==> src/rtl/peak_meter_envelope_unit_defines.svh <==
// ----------------------------------------------------------------------------
// Peak meter envelope unit assertion macros
// Shared concurrent assertion forms, clocked on clk and disabled in reset.
// ----------------------------------------------------------------------------
`ifndef PEAK_METER_ENVELOPE_UNIT_DEFINES_SVH
`define PEAK_METER_ENVELOPE_UNIT_DEFINES_SVH

// The consequent must hold in the same cycle as the antecedent.
`define PME_ASSERT_SAME(label, ante, cons, msg) \
	label: assert property (@(posedge clk) disable iff (!arst_n) (ante) |-> (cons)) else $error(msg);

// The consequent must hold in the cycle after the antecedent.
`define PME_ASSERT_NEXT(label, ante, cons, msg) \
	label: assert property (@(posedge clk) disable iff (!arst_n) (ante) |=> (cons)) else $error(msg);

`endif

==> src/rtl/pme_pkg.sv <==
// ----------------------------------------------------------------------------
// Peak meter envelope package
// Field widths, register indexes, reset values and parameter defaults.
// ----------------------------------------------------------------------------
package pme_pkg;

	localparam int CHAN_W = 3;
	localparam int ACT_W = 4;
	localparam int CFG_IDX_W = 2;

	localparam int DEF_CHANNELS = 8;
	localparam int DEF_SAMPLE_BITS = 24;
	localparam int DEF_COEF_BITS = 24;

	localparam int QUEUE_DEPTH = 2;

	localparam logic [ACT_W-1:0] ACTIVE_CHANNELS_RESET = 4'd2;
	localparam int RELEASE_COEF_RESET = 538;

	typedef enum logic [CFG_IDX_W-1:0] {
		CFG_ACTIVE_CHANNELS = 2'd0,
		CFG_RELEASE_COEF = 2'd1
	} cfg_reg_t;

endpackage

==> src/rtl/pme_ram.sv <==
// ----------------------------------------------------------------------------
// Generic RAM
// One write port and one read port with registered read data.
// ----------------------------------------------------------------------------
module pme_ram #(
	parameter int WIDTH = 24,
	parameter int DEPTH = 8,
	localparam int AW = (DEPTH > 1) ? $clog2(DEPTH) : 1
) (
	input  logic             clk,
	input  logic             we,
	input  logic [AW-1:0]    waddr,
	input  logic [WIDTH-1:0] wdata,
	input  logic             re,
	input  logic [AW-1:0]    raddr,
	output logic [WIDTH-1:0] rdata
);

	logic [WIDTH-1:0] mem_q [DEPTH];
	logic [WIDTH-1:0] rdata_q;

	always_ff @(posedge clk) begin
		if (we) begin
			mem_q[waddr] <= wdata;
		end
		if (re) begin
			rdata_q <= mem_q[raddr];
		end
	end

	assign rdata = rdata_q;

endmodule

==> src/rtl/pme_front.sv <==
// ----------------------------------------------------------------------------
// Peak meter front end
// Accepts samples, takes their magnitude and checks the channel index.
// ----------------------------------------------------------------------------
module pme_front import pme_pkg::*; #(
	parameter int CHANNELS = DEF_CHANNELS,
	parameter int SAMPLE_BITS = DEF_SAMPLE_BITS
) (
	input  logic                   sample_valid,
	output logic                   sample_ready,
	input  logic [CHAN_W-1:0]      chan,
	input  logic [SAMPLE_BITS-1:0] sample,
	input  logic [ACT_W-1:0]       active_channels,
	input  logic                   push_ready,
	output logic                   push,
	output logic [CHAN_W-1:0]      push_chan,
	output logic [SAMPLE_BITS-1:0] push_mag,
	output logic                   push_ok
);

	logic [SAMPLE_BITS-1:0] neg_sample;

	// The most negative sample wraps to 2^(SAMPLE_BITS-1), which is its magnitude.
	assign neg_sample = ~sample + SAMPLE_BITS'(1);

	always_comb begin
		push_chan = chan;
		push_mag = sample[SAMPLE_BITS-1] ? neg_sample : sample;
		push_ok = (ACT_W'(chan) < active_channels) && (int'(chan) < CHANNELS);
	end

	assign sample_ready = push_ready;
	assign push = sample_valid && push_ready;

endmodule

==> src/rtl/pme_queue.sv <==
// ----------------------------------------------------------------------------
// Peak meter item queue
// Short register queue that decouples the front end from the envelope path.
// ----------------------------------------------------------------------------
module pme_queue import pme_pkg::*; #(
	parameter int WIDTH = 28,
	localparam int PW = (QUEUE_DEPTH > 1) ? $clog2(QUEUE_DEPTH) : 1
) (
	input  logic             clk,
	input  logic             arst_n,
	input  logic             push,
	input  logic [WIDTH-1:0] push_data,
	output logic             push_ready,
	input  logic             pop,
	output logic             head_valid,
	output logic [WIDTH-1:0] head_data
);

	logic [WIDTH-1:0] entry_q [QUEUE_DEPTH];
	logic [PW-1:0]    wr_ptr_q;
	logic [PW-1:0]    rd_ptr_q;
	logic [PW:0]      count_q;

	assign push_ready = (count_q < (PW+1)'(QUEUE_DEPTH));
	assign head_valid = (count_q != '0);
	assign head_data = entry_q[rd_ptr_q];

	always_ff @(posedge clk) begin
		if (push) begin
			entry_q[wr_ptr_q] <= push_data;
		end
	end

	always_ff @(posedge clk or negedge arst_n) begin
		if (!arst_n) begin
			wr_ptr_q <= '0;
			rd_ptr_q <= '0;
			count_q <= '0;
		end else begin
			if (push) begin
				wr_ptr_q <= (wr_ptr_q == PW'(QUEUE_DEPTH - 1)) ? '0 : wr_ptr_q + PW'(1);
			end
			if (pop) begin
				rd_ptr_q <= (rd_ptr_q == PW'(QUEUE_DEPTH - 1)) ? '0 : rd_ptr_q + PW'(1);
			end
			case ({push, pop})
				2'b10: count_q <= count_q + (PW+1)'(1);
				2'b01: count_q <= count_q - (PW+1)'(1);
				default: count_q <= count_q;
			endcase
		end
	end

endmodule

==> src/rtl/pme_back.sv <==
// ----------------------------------------------------------------------------
// Peak meter envelope path
// Reads the channel envelope, applies instant attack or exponential release,
// writes it back and holds the result in the output register.
// ----------------------------------------------------------------------------
`include "peak_meter_envelope_unit_defines.svh"

module pme_back import pme_pkg::*; #(
	parameter int CHANNELS = DEF_CHANNELS,
	parameter int SAMPLE_BITS = DEF_SAMPLE_BITS,
	parameter int COEF_BITS = DEF_COEF_BITS,
	localparam int IDX_W = (CHANNELS > 1) ? $clog2(CHANNELS) : 1
) (
	input  logic                   clk,
	input  logic                   arst_n,
	input  logic                   head_valid,
	input  logic [CHAN_W-1:0]      head_chan,
	input  logic [SAMPLE_BITS-1:0] head_mag,
	input  logic                   head_ok,
	output logic                   pop,
	input  logic [COEF_BITS-1:0]   release_coef,
	output logic                   result_valid,
	input  logic                   result_ready,
	output logic [CHAN_W-1:0]      out_chan,
	output logic [SAMPLE_BITS-1:0] level,
	output logic                   chan_valid
);

	logic [CHAN_W+IDX_W-1:0] chan_ext;
	logic [IDX_W-1:0]        head_idx;
	logic                    hazard;
	logic                    out_free;
	logic                    adv_s2;
	logic                    s2_free;
	logic                    adv_s1;
	logic                    s1_free;
	logic                    issue;
	logic                    ram_re;
	logic                    ram_we;
	logic [SAMPLE_BITS-1:0]  ram_rdata;
	logic [CHANNELS-1:0]     env_vld_q;

	logic                    vld_s1;
	logic [CHAN_W-1:0]       chan_s1;
	logic [IDX_W-1:0]        idx_s1;
	logic [SAMPLE_BITS-1:0]  mag_s1;
	logic                    ok_s1;
	logic                    evld_s1;
	logic [SAMPLE_BITS-1:0]  env_rd;
	logic                    attack;
	logic [SAMPLE_BITS-1:0]  diff;

	logic                    vld_s2;
	logic [CHAN_W-1:0]       chan_s2;
	logic [IDX_W-1:0]        idx_s2;
	logic [SAMPLE_BITS-1:0]  mag_s2;
	logic                    ok_s2;
	logic                    attack_s2;
	logic [SAMPLE_BITS-1:0]  env_s2;
	logic [SAMPLE_BITS-1:0]  diff_s2;
	logic [COEF_BITS+SAMPLE_BITS-1:0] prod;
	logic [SAMPLE_BITS-1:0]  step;
	logic [SAMPLE_BITS-1:0]  env_new;

	logic                    result_vld_q;
	logic [CHAN_W-1:0]       out_chan_q;
	logic [SAMPLE_BITS-1:0]  level_q;
	logic                    chan_valid_q;

	assign chan_ext = (CHAN_W+IDX_W)'(head_chan);
	assign head_idx = chan_ext[IDX_W-1:0];

	// A channel still being updated in either stage must finish before it is read again.
	assign hazard = head_ok && ((vld_s1 && ok_s1 && (idx_s1 == head_idx)) ||
		(vld_s2 && ok_s2 && (idx_s2 == head_idx)));

	assign out_free = !result_vld_q || result_ready;
	assign adv_s2 = vld_s2 && out_free;
	assign s2_free = !vld_s2 || adv_s2;
	assign adv_s1 = vld_s1 && s2_free;
	assign s1_free = !vld_s1 || adv_s1;
	assign issue = head_valid && s1_free && !hazard;
	assign pop = issue;

	assign ram_re = issue && head_ok;
	assign ram_we = adv_s2 && ok_s2;

	pme_ram #(
		.WIDTH(SAMPLE_BITS),
		.DEPTH(CHANNELS)
	) u_env_ram (
		.clk(clk),
		.we(ram_we),
		.waddr(idx_s2),
		.wdata(env_new),
		.re(ram_re),
		.raddr(head_idx),
		.rdata(ram_rdata)
	);

	always_comb begin
		env_rd = evld_s1 ? ram_rdata : '0;
		attack = (mag_s1 > env_rd);
		diff = env_rd - mag_s1;
	end

	// Release step is the ceiling of coef*(env-x)/2^COEF_BITS, never more than env-x.
	always_comb begin
		prod = (COEF_BITS+SAMPLE_BITS)'(release_coef) * (COEF_BITS+SAMPLE_BITS)'(diff_s2);
		step = prod[COEF_BITS+SAMPLE_BITS-1:COEF_BITS] +
			SAMPLE_BITS'(prod[COEF_BITS-1:0] != '0);
		env_new = attack_s2 ? mag_s2 : env_s2 - step;
	end

	always_ff @(posedge clk) begin
		if (issue) begin
			chan_s1 <= head_chan;
			idx_s1 <= head_idx;
			mag_s1 <= head_mag;
			ok_s1 <= head_ok;
			evld_s1 <= head_ok && env_vld_q[head_idx];
		end
		if (adv_s1) begin
			chan_s2 <= chan_s1;
			idx_s2 <= idx_s1;
			mag_s2 <= mag_s1;
			ok_s2 <= ok_s1;
			attack_s2 <= attack;
			env_s2 <= env_rd;
			diff_s2 <= diff;
		end
		if (adv_s2) begin
			out_chan_q <= chan_s2;
			level_q <= ok_s2 ? env_new : '0;
			chan_valid_q <= ok_s2;
		end
	end

	always_ff @(posedge clk or negedge arst_n) begin
		if (!arst_n) begin
			vld_s1 <= 1'b0;
			vld_s2 <= 1'b0;
			result_vld_q <= 1'b0;
			env_vld_q <= '0;
		end else begin
			if (s1_free) begin
				vld_s1 <= issue;
			end
			if (s2_free) begin
				vld_s2 <= vld_s1;
			end
			if (out_free) begin
				result_vld_q <= vld_s2;
			end
			if (ram_we) begin
				env_vld_q[idx_s2] <= 1'b1;
			end
		end
	end

	assign result_valid = result_vld_q;
	assign out_chan = out_chan_q;
	assign level = level_q;
	assign chan_valid = chan_valid_q;

	`PME_ASSERT_SAME(a_no_rw_collision, ram_we && ram_re, idx_s2 != head_idx, "envelope read and write collide")
	`PME_ASSERT_NEXT(a_issue_fills_s1, issue, vld_s1, "issued item did not reach the first stage")
	`PME_ASSERT_SAME(a_env_not_below_mag, vld_s2 && ok_s2, env_new >= mag_s2, "envelope fell below magnitude")
	`PME_ASSERT_SAME(a_reject_zero_level, result_vld_q && !chan_valid_q, level_q == '0, "rejected channel has a level")

endmodule

==> src/rtl/peak_meter_envelope_unit.sv <==
// Each sample is registered in the queue, both envelope stages and the output register.
// Throughput: one sample per cycle with no output stall and no channel repeat in three consecutive samples.
// A sample whose channel is still in the two-stage envelope update waits until that update leaves both stages.
// Reset clears all envelopes through per-channel valid bits and loads the register defaults.
// ----------------------------------------------------------------------------
// Peak meter envelope unit
// Multichannel peak meter envelope follower with instant attack and
// exponential release, one envelope per channel.
// ----------------------------------------------------------------------------
module peak_meter_envelope_unit import pme_pkg::*; #(
	parameter int CHANNELS = DEF_CHANNELS,
	parameter int SAMPLE_BITS = DEF_SAMPLE_BITS,
	parameter int COEF_BITS = DEF_COEF_BITS
) (
	input  logic                   clk,
	input  logic                   arst_n,
	input  logic                   cfg_we,
	input  logic [CFG_IDX_W-1:0]   cfg_index,
	input  logic [COEF_BITS-1:0]   cfg_data,
	input  logic                   sample_valid,
	output logic                   sample_ready,
	input  logic [CHAN_W-1:0]      chan,
	input  logic [SAMPLE_BITS-1:0] sample,
	output logic                   result_valid,
	input  logic                   result_ready,
	output logic [CHAN_W-1:0]      out_chan,
	output logic [SAMPLE_BITS-1:0] level,
	output logic                   chan_valid
);

	localparam int QW = CHAN_W + SAMPLE_BITS + 1;

	logic [ACT_W-1:0]       active_channels_q;
	logic [COEF_BITS-1:0]   release_coef_q;
	logic                   push;
	logic                   push_ready;
	logic [CHAN_W-1:0]      push_chan;
	logic [SAMPLE_BITS-1:0] push_mag;
	logic                   push_ok;
	logic                   pop;
	logic                   head_valid;
	logic [QW-1:0]          head_data;

	always_ff @(posedge clk or negedge arst_n) begin
		if (!arst_n) begin
			active_channels_q <= ACTIVE_CHANNELS_RESET;
			release_coef_q <= COEF_BITS'(RELEASE_COEF_RESET);
		end else if (cfg_we) begin
			case (cfg_index)
				CFG_ACTIVE_CHANNELS: active_channels_q <= cfg_data[ACT_W-1:0];
				CFG_RELEASE_COEF: release_coef_q <= cfg_data;
				default: ;
			endcase
		end
	end

	pme_front #(
		.CHANNELS(CHANNELS),
		.SAMPLE_BITS(SAMPLE_BITS)
	) u_front (
		.sample_valid(sample_valid),
		.sample_ready(sample_ready),
		.chan(chan),
		.sample(sample),
		.active_channels(active_channels_q),
		.push_ready(push_ready),
		.push(push),
		.push_chan(push_chan),
		.push_mag(push_mag),
		.push_ok(push_ok)
	);

	pme_queue #(
		.WIDTH(QW)
	) u_queue (
		.clk(clk),
		.arst_n(arst_n),
		.push(push),
		.push_data({push_chan, push_mag, push_ok}),
		.push_ready(push_ready),
		.pop(pop),
		.head_valid(head_valid),
		.head_data(head_data)
	);

	pme_back #(
		.CHANNELS(CHANNELS),
		.SAMPLE_BITS(SAMPLE_BITS),
		.COEF_BITS(COEF_BITS)
	) u_back (
		.clk(clk),
		.arst_n(arst_n),
		.head_valid(head_valid),
		.head_chan(head_data[QW-1:SAMPLE_BITS+1]),
		.head_mag(head_data[SAMPLE_BITS:1]),
		.head_ok(head_data[0]),
		.pop(pop),
		.release_coef(release_coef_q),
		.result_valid(result_valid),
		.result_ready(result_ready),
		.out_chan(out_chan),
		.level(level),
		.chan_valid(chan_valid)
	);

endmodule
==> config.mk <==
export PLATFORM = sky130hd
export DESIGN_NAME = peak_meter_envelope_unit
export DESIGN_NICKNAME = d
export VERILOG_FILES = /design/src/rtl/pme_pkg.sv /design/src/rtl/pme_ram.sv /design/src/rtl/pme_front.sv /design/src/rtl/pme_queue.sv /design/src/rtl/pme_back.sv /design/src/rtl/peak_meter_envelope_unit.sv
export VERILOG_INCLUDE_DIRS = /design/src /design/src/rtl
export SDC_FILE = /design/constraint.sdc
export NUM_CORES = 2
export LEC_CHECK = 0
export BUFFER_PORTS_ARGS = -buffer_cell sky130_fd_sc_hd__clkbuf_2
export CAP_MARGIN = 25
export CORE_AREA = 2 2 243 245
export CTS_BUF_LIST = sky130_fd_sc_hd__clkbuf_8
export CTS_CLUSTER_DIAMETER = 150
export DETAILED_ROUTE_END_ITERATION = 6
export DIE_AREA = 0 0 245 247
export PLACE_DENSITY = 0.95
export SLEW_MARGIN = 20
export SYNTH_ARGS = -nofsm -noshare
export SYNTH_HDL_FRONTEND = slang
export SYNTH_SLANG_ARGS = --single-unit
==> constraint.sdc <==
create_clock -name clk -period 20 [get_ports clk]
set_input_delay 1 -clock clk [delete_from_list [all_inputs] [get_ports clk]]
set_output_delay 1 -clock clk [all_outputs]
set_load 0.005 [all_outputs]
# Word level (Yosys, flattened, before mapping)
# Memory sizes are Yosys's and may differ from the RTL's. A register that Yosys moved wholly into a read port is not among the register bits.
# Cells that the tools add are included.
[word_totals] register_bits=177 ramBits=248 input_bits=58 output_inout_bits=30 wordCells=88 n_memories=2
[memory_table] name="u_back.u_env_ram.mem_q" depth=8 width=24 read_ports=1 rd_ports_with_merged_regs=1 wr=1 line="pme_ram.sv:19" source="logic [WIDTH-1:0] mem_q [DEPTH];"
[memory_table] name="u_queue.entry_q" depth=2 width=28 read_ports=1 rd_ports_with_merged_regs=0 wr=1 line="pme_queue.sv:19" source="logic [WIDTH-1:0] entry_q [QUEUE_DEPTH];"
[op_classes] n_addsub=8 multipliers=1 order_cmp=6 eq_ne=5 muxes=14 n_bitwise=2 n_reduce_logical=28
[ops] operator="24-bit two-way mux" n=3
[ops] operator="24-bit by 24-bit multiplier with 48-bit output" n=1
[ops] operator="24-bit subtractor" n=2
[ops] operator="24-bit by 1-bit adder with 24-bit output" n=1
[ops] operator="24-bit by 1-bit adder with 24-bit output, second input constant" n=1
[ops] operator="24-bit > comparator" n=1
[ops] operator="24-bit NOT" n=1
[ops] operator="24-bit nonzero test" n=1
[ops] operator="1-bit logical AND" n=14
[ops] operator="3-bit by 4-bit less-than comparator with 1-bit output, second input constant" n=2
[ops] operator="1-bit two-way mux" n=8
[ops] operator="8-bit OR" n=1
[ops] operator="3-bit == test" n=2
[ops] operator="2-bit by 1-bit == test with 1-bit output, second input constant" n=2
[ops] operator="1-bit zero test" n=4
[ops] operator="1-bit logical OR" n=4
[ops] operator="3-bit by 4-bit less-than comparator with 1-bit output" n=1
[ops] operator="2-bit case mux with 2 select lines" n=1
[ops] operator="2-bit AND reduction" n=2
[ops] operator="2-bit nonzero test" n=2
[ops] operator="1-bit binary-select mux with 3-bit select" n=1
[ops] operator="1-bit demux with 3-bit select" n=1
[ops] operator="3-bit by 1-bit greater-or-equal comparator with 1-bit output, second input constant" n=1
[ops] operator="1-bit adder, second input constant" n=2
[ops] operator="5 further kinds" n=5

# Longest topological paths before layout
[logic_depth] ltp_word=10 ltp_mapped=37 mapped_depth_nobuf=36

# Modules after synthesis
# A second synthesis with hierarchy kept.
[hier_totals] cells_unflattened=3420 hier_area_um2=38730.9
[by_module_without_submodules] module="pme_back" instances=1 cells_per_inst=2860 area_each_um2=26745.7 seq_area_each_um2=4299.1
[by_module_without_submodules] module="pme_ram" instances=1 cells_per_inst=314 area_each_um2=8037.7 seq_area_each_um2=6486.2
[by_module_without_submodules] module="pme_queue" instances=1 cells_per_inst=103 area_each_um2=2252.2 seq_area_each_um2=1781.7
[by_module_without_submodules] module="peak_meter_envelope_unit" instances=1 cells_per_inst=60 area_each_um2=1077.3 seq_area_each_um2=706.9
[by_module_without_submodules] module="pme_front" instances=1 cells_per_inst=83 area_each_um2=618.1 seq_area_each_um2=0.0

# Least setup slack after synthesis
# Ideal clock, no wire load.
[synth_timing] path_type="reg2reg" startpoint="reg release_coef_q[9]" endpoint="mem u_back.u_env_ram.mem_q[0][22], data pin" setup_time_ns=0.206 arrival_ns=9.599 required_time_ns=19.794 path_slack_ns=10.196 path_stages_with_launch=37 path_buffers=1 period_less_slack_ns=9.804 cell_sequence="dfstp_2 > clkbuf_1 > nand2_1 > fa_1 > inv_1 > fa_1 > inv_1 > fa_1 > inv_1 > ha_1 > fa_1 > fa_1 > inv_1 > fa_1 > inv_1 > ha_1 > and3_1 > a221oi_1 > nand3_1 > o21a_1 > a21oi_1 > mux2i_1 > a2111oi_0 > nand3b_1 > fa_1 > inv_1 > ha_1 > or2_2 > fa_1 > nand2b_1 > a2111oi_2 > o21ai_1 > a21oi_1 > o21ai_0 > o21ai_0 > mux2_2 > nor2_1"
[synth_between] elab_chain_cells=5
[synth_rtl] item="from (decl)" line="peak_meter_envelope_unit.sv:34" source="logic [COEF_BITS-1:0] release_coef_q;"
[synth_rtl] item="from (signal assigned)" line="peak_meter_envelope_unit.sv:47" source="release_coef_q <= COEF_BITS'(RELEASE_COEF_RESET);"
[synth_rtl] item="from (signal assigned)" line="peak_meter_envelope_unit.sv:51" source="CFG_RELEASE_COEF: release_coef_q <= cfg_data;"
[synth_rtl] item="24-bit by 24-bit multiplier with 48-bit output *" line="pme_back.sv:109" source="prod = (COEF_BITS+SAMPLE_BITS)'(release_coef) * (COEF_BITS+SAMPLE_BITS)'(diff_s2);"
[synth_rtl] item="24-bit nonzero test" line="pme_back.sv:111" source="SAMPLE_BITS'(prod[COEF_BITS-1:0] != '0);"
[synth_rtl] item="24-bit by 1-bit adder with 24-bit output *" line="pme_back.sv:110" source="step = prod[COEF_BITS+SAMPLE_BITS-1:COEF_BITS] +"
[synth_rtl] item="24-bit subtractor *" line="pme_back.sv:112" source="env_new = attack_s2 ? mag_s2 : env_s2 - step;"
[synth_rtl] item="24-bit two-way mux *" line="pme_back.sv:112"
[synth_rtl] item="via u_back.env_new[22]" line="pme_back.sv:63" source="logic [SAMPLE_BITS-1:0] env_new;"
[synth_rtl] item="to (decl)" line="pme_ram.sv:19"
# The timed path passes the listed nets; every way through them passes the cells marked *.

# Final worst setup path
[layout_timing] startpoint="reg u_back.diff_s2[9]" endpoint="mem u_back.u_env_ram.mem_q[1][22], data pin"
[layout_between] elab_chain_cells=5
[layout_rtl] item="from (decl)" line="pme_back.sv:60" source="logic [SAMPLE_BITS-1:0] diff_s2;"
[layout_rtl] item="from (signal assigned)" line="pme_back.sv:130" source="diff_s2 <= diff;"
[layout_rtl] item="24-bit by 24-bit multiplier with 48-bit output *" line="pme_back.sv:109"
[layout_rtl] item="24-bit nonzero test" line="pme_back.sv:111"
[layout_rtl] item="24-bit by 1-bit adder with 24-bit output *" line="pme_back.sv:110"
[layout_rtl] item="24-bit subtractor *" line="pme_back.sv:112"
[layout_rtl] item="24-bit two-way mux *" line="pme_back.sv:112"
[layout_rtl] item="via u_back.env_new[22]" line="pme_back.sv:63"
# Marked as above.

==> out/qor.yml <==
netlist_instances: 3817
totalWireLength_mm: 101.2
maxSlewHeadroom_pct: 24.85
asyncSetResetFlopFracSynth_pct: 9.577
areaGrowthSynthToFinish_pct: 6.786
critical_path.max_fanout: 24
final_net_count: 4656
detailed_place_hpwl_mm: 72.11
worst_r2r_startpoint: "u_back.diff_s2[9]"
capture_instance_of_the_worst_register_to_register_path: "u_back.u_env_ram.mem_q[1][22]"
cp_top_family: "adder cells"
complex_gate_fraction_of_the_synthesized_area_pct: 5.882
maxSlewViolCount: 0
initialDrtViolationCount: 3780
worstSetupPathType: "register to register"
cp.depth: 34
synth_edf_count: 406
viasPerCell: 6.186
worstMarginPinSlew_ns: 1.127
antenna_found_initial: 4
post_route_clock_period_utilization_pct: 58.23
worst-endpoint-arrival_ns: 12.04
timing.critical_path.buf_inv: 6
cts_hold_repair.buffers: 0
skew_ns: 0.09297
finish.utilization_pct: 71.81
cts_repair_resize_count: 0
clock_tree.root_cell: "sky130_fd_sc_hd__clkbuf_8"
mappedNetlistNets: 4606
layout-drive-gt1-share_pct: 8.748
cp-endpoint: "u_back.u_env_ram.mem_q[1][22]"
synthTopCellsByArea: "sky130_fd_sc_hd__edfxtp_1, sky130_fd_sc_hd__fa_1, sky130_fd_sc_hd__ha_1"
synth_mux_area_share_pct: 1.623
final-hold-violation-count: 0
grt_max_degree: 88
synth_xor_xnor_area_share_pct: 2.326
die_width_um: 245
final-setup-viol-count: 0
cts-htree-levels: 3
coreArea_sq_mm: 0.05824
maxCapViolations: 0
wire_length_of_the_first_global_routing_pass_mm: 159.9
route.detailed.drc: 2
dieArea_sq_mm: 0.06052
mappedNetlistArea_sq_mm: 0.03916
largest_family_of_logic_cells_by_synthesized_area: "adder cells"
cp-start-kind: "register"
grt_overflow_total: 0
synth-seq-cells: 449
die-height_um: 247
synth-seq-area-share_pct: 33.89
post_synth_fa_ha_maj_area_fraction_pct: 32.65
clk_transition_reported_paths_ns: 0.08
yosys_most_used_dff: "sky130_fd_sc_hd__edfxtp_1"
timing.critical_path.to_type: "register"
critical_path.most_common_cell: "sky130_fd_sc_hd__fa_1"
reg2reg_depth: 34
required_ns: 20.40
yosysWarnings: 0
yosys.area.top_type: "sky130_fd_sc_hd__edfxtp_1"
reg2reg_slack_ns: 8.35
finalCriticalPeriod_ns: 11.65
grtUsageTotal_pct: 34.18
cts_inserted_buffers: 75
finalSetupTns_ns: 0
initial_utilization_pct: 67.25
critPathMaxStageDelay_ns: 1.07
critPathLaunch: "u_back.diff_s2[9]"
hold_path.class: "register to register"
slowest_stage: "sky130_fd_sc_hd__edfxtp_1"
clock_latency_on_the_worst_skew_pair_ns: 0.73
num_vias: 29060
antenna_violating_nets_post_route: 0
synth_largest_type_area_fraction_pct: 31.13
final_area_sq_mm: 0.04182
synthSimpleGateAreaFrac_pct: 15.24
placed_cell_area_sq_mm: 0.04032
timing.fmax_mhz: 85.87
violated_checks: "design-rule violations"
clock-sinks: 449
portBuffers: 87
cts_tree: "built"
rsz0062_at_grt: "false"
fp-row-count: 89
routedWlPerCell_um: 21.54
run_status: "complete, but fails checks"
yosysUniqueCellTypes: 71
clock_tree.buffer_depth: 3
first_pass_iters: 7
syn-mean-instance-area_sq_um: 10.26
cts.repair_timing.setup_buffer_count: 0
vias_in_the_first_global_route: 30790
boundaryPins: 88
routabilityCongestion: 0.9198
## worst min-delay path by stage
stage	depth (start not counted)	slack [ns]	end	start
2_1_floorplan	0	0.43	u_back.ok_s2	u_back.ok_s1
3_3_place_gp	0	0.43	u_back.ok_s2	u_back.ok_s1
3_5_place_dp	0	0.43	u_back.ok_s2	u_back.ok_s1
4_1_cts	0	0.39	u_back.mag_s2[13]	u_back.mag_s1[13]
5_1_grt	0	0.42	u_back.mag_s2[13]	u_back.mag_s1[13]
6_report	0	0.40	u_back.mag_s2[13]	u_back.mag_s1[13]
## area by class of cell
| type | count | area [sq um] |
|---|---|---|
| Antenna cell | 3 | 7.507 |
| Tap cell | 773 | 967.2 |
| Clock inverter | 53 | 322.8 |
| Sequential cell | 449 | 13270 |
| Fill cell | 3451 | 16420 |
| Clock buffer | 78 | 1074 |
| Timing Repair Buffer | 140 | 850.8 |
| Multi-Input combinational cell | 2498 | 22690 |
| Inverter | 703 | 2639 |
## cells in the mapped netlist, types with 15 or more instances
cell type	n
sky130_fd_sc_hd__fa_1	485
sky130_fd_sc_hd__dfrtp_1	38
sky130_fd_sc_hd__mux2_2	52
sky130_fd_sc_hd__o21a_1	21
sky130_fd_sc_hd__xnor2_1	77
sky130_fd_sc_hd__xor2_1	27
sky130_fd_sc_hd__nand2_1	631
sky130_fd_sc_hd__nor2_1	56
sky130_fd_sc_hd__edfxtp_1	406
sky130_fd_sc_hd__nand2b_1	19
sky130_fd_sc_hd__and2_1	285
sky130_fd_sc_hd__a21o_1	33
sky130_fd_sc_hd__inv_1	701
sky130_fd_sc_hd__o21ai_0	90
sky130_fd_sc_hd__or2_2	15
sky130_fd_sc_hd__nand3_1	155
sky130_fd_sc_hd__o211ai_1	16
sky130_fd_sc_hd__clkbuf_1	157
sky130_fd_sc_hd__a21oi_1	84
sky130_fd_sc_hd__ha_1	246
sky130_fd_sc_hd__nor3_1	30
## logic make-up after synthesis
family / after synthesis
fa+ha+maj: 731
mux: 57
flops: 449
simple gates: 1260
xor+xnor: 104
buf+inv: 870
compound gates: 346
## state kept, by name, indices dropped and copies added (netlist names), 2 cells and up
name / count
u_back.env_vld_q: 8
u_back.chan_s2: 3
active_channels_q: 4
u_back.out_chan: 3
u_back.mag_s2: 24
u_back.env_s2: 24
u_back.u_env_ram.mem_q: 192
u_queue.entry_q: 56
u_back.diff_s2: 24
u_queue.count_q: 2
release_coef_q: 24
u_back.mag_s1: 24
u_back.u_env_ram.rdata: 24
u_back.chan_s1: 3
u_back.level: 24
## through the flow
step / instances / hold slack (ns) / setup WS [ns]
6_report: 4697 / 0.3972 / 8.355
5_1_grt: 4695 / 0.4208 / 7.850
4_1_cts: 4685 / 0.3937 / 8.574
3_5_place_dp: 4554 / 0.4344 / 8.809
3_3_place_gp: 4553 / 0.4290 / 9.247
2_1_floorplan: 3817 / 0.4262 / 10.20
## worst reg2reg max path, delay by kind of cell, from the launching register on
| kind | cells | cell delay, ns |
|---|---|---|
| simple gates | 8 | 1.87 |
| buf+inv | 6 | 0.34 |
| xor+xnor | 1 | 0.14 |
| compound gates | 7 | 2.34 |
| fa+ha+maj | 11 | 5.21 |
| mux | 1 | 0.38 |
| flops | 1 | 1.07 |
## layer usage
layer  part of all wire [%]  global-route usage, %  wire length (um)
met5                      0                      0                 0
met4                    5.7                  18.81              5747
met3                     12                  7.565             11810
met2                     49                  57.37             49500
met1                     34                  41.27             34130
## layout by cell type (no fill, tap or decap), types with 7 or more instances in the layout
cell type	count
sky130_fd_sc_hd__inv_1	720
sky130_fd_sc_hd__nand2_1	631
sky130_fd_sc_hd__fa_1	485
sky130_fd_sc_hd__edfxtp_1	406
sky130_fd_sc_hd__and2_1	285
sky130_fd_sc_hd__ha_1	246
sky130_fd_sc_hd__nand3_1	155
sky130_fd_sc_hd__o21ai_0	90
sky130_fd_sc_hd__clkbuf_2	88
sky130_fd_sc_hd__a21oi_1	84
sky130_fd_sc_hd__clkbuf_8	78
sky130_fd_sc_hd__xnor2_1	77
sky130_fd_sc_hd__mux2_2	52
sky130_fd_sc_hd__nor2_1	48
sky130_fd_sc_hd__buf_4	43
sky130_fd_sc_hd__dfrtp_1	38
sky130_fd_sc_hd__a21o_1	33
sky130_fd_sc_hd__nor3_1	28
sky130_fd_sc_hd__xor2_1	27
sky130_fd_sc_hd__o21a_1	21
sky130_fd_sc_hd__nand2b_1	19
sky130_fd_sc_hd__o211ai_1	16
sky130_fd_sc_hd__or2_2	15
sky130_fd_sc_hd__clkinv_1	15
sky130_fd_sc_hd__or3_1	12
sky130_fd_sc_hd__a31oi_1	12
sky130_fd_sc_hd__and3_1	12
sky130_fd_sc_hd__nor2b_1	11
sky130_fd_sc_hd__nand4_1	9
sky130_fd_sc_hd__nor2_2	8
sky130_fd_sc_hd__clkinv_2	8
sky130_fd_sc_hd__o21ai_1	7
sky130_fd_sc_hd__nand3b_1	7
sky130_fd_sc_hd__nor3b_1	7
sky130_fd_sc_hd__o31ai_1	7
Power is not shown: default switching activity piles up to over one toggle a cycle in this logic, so the estimate is an artifact.
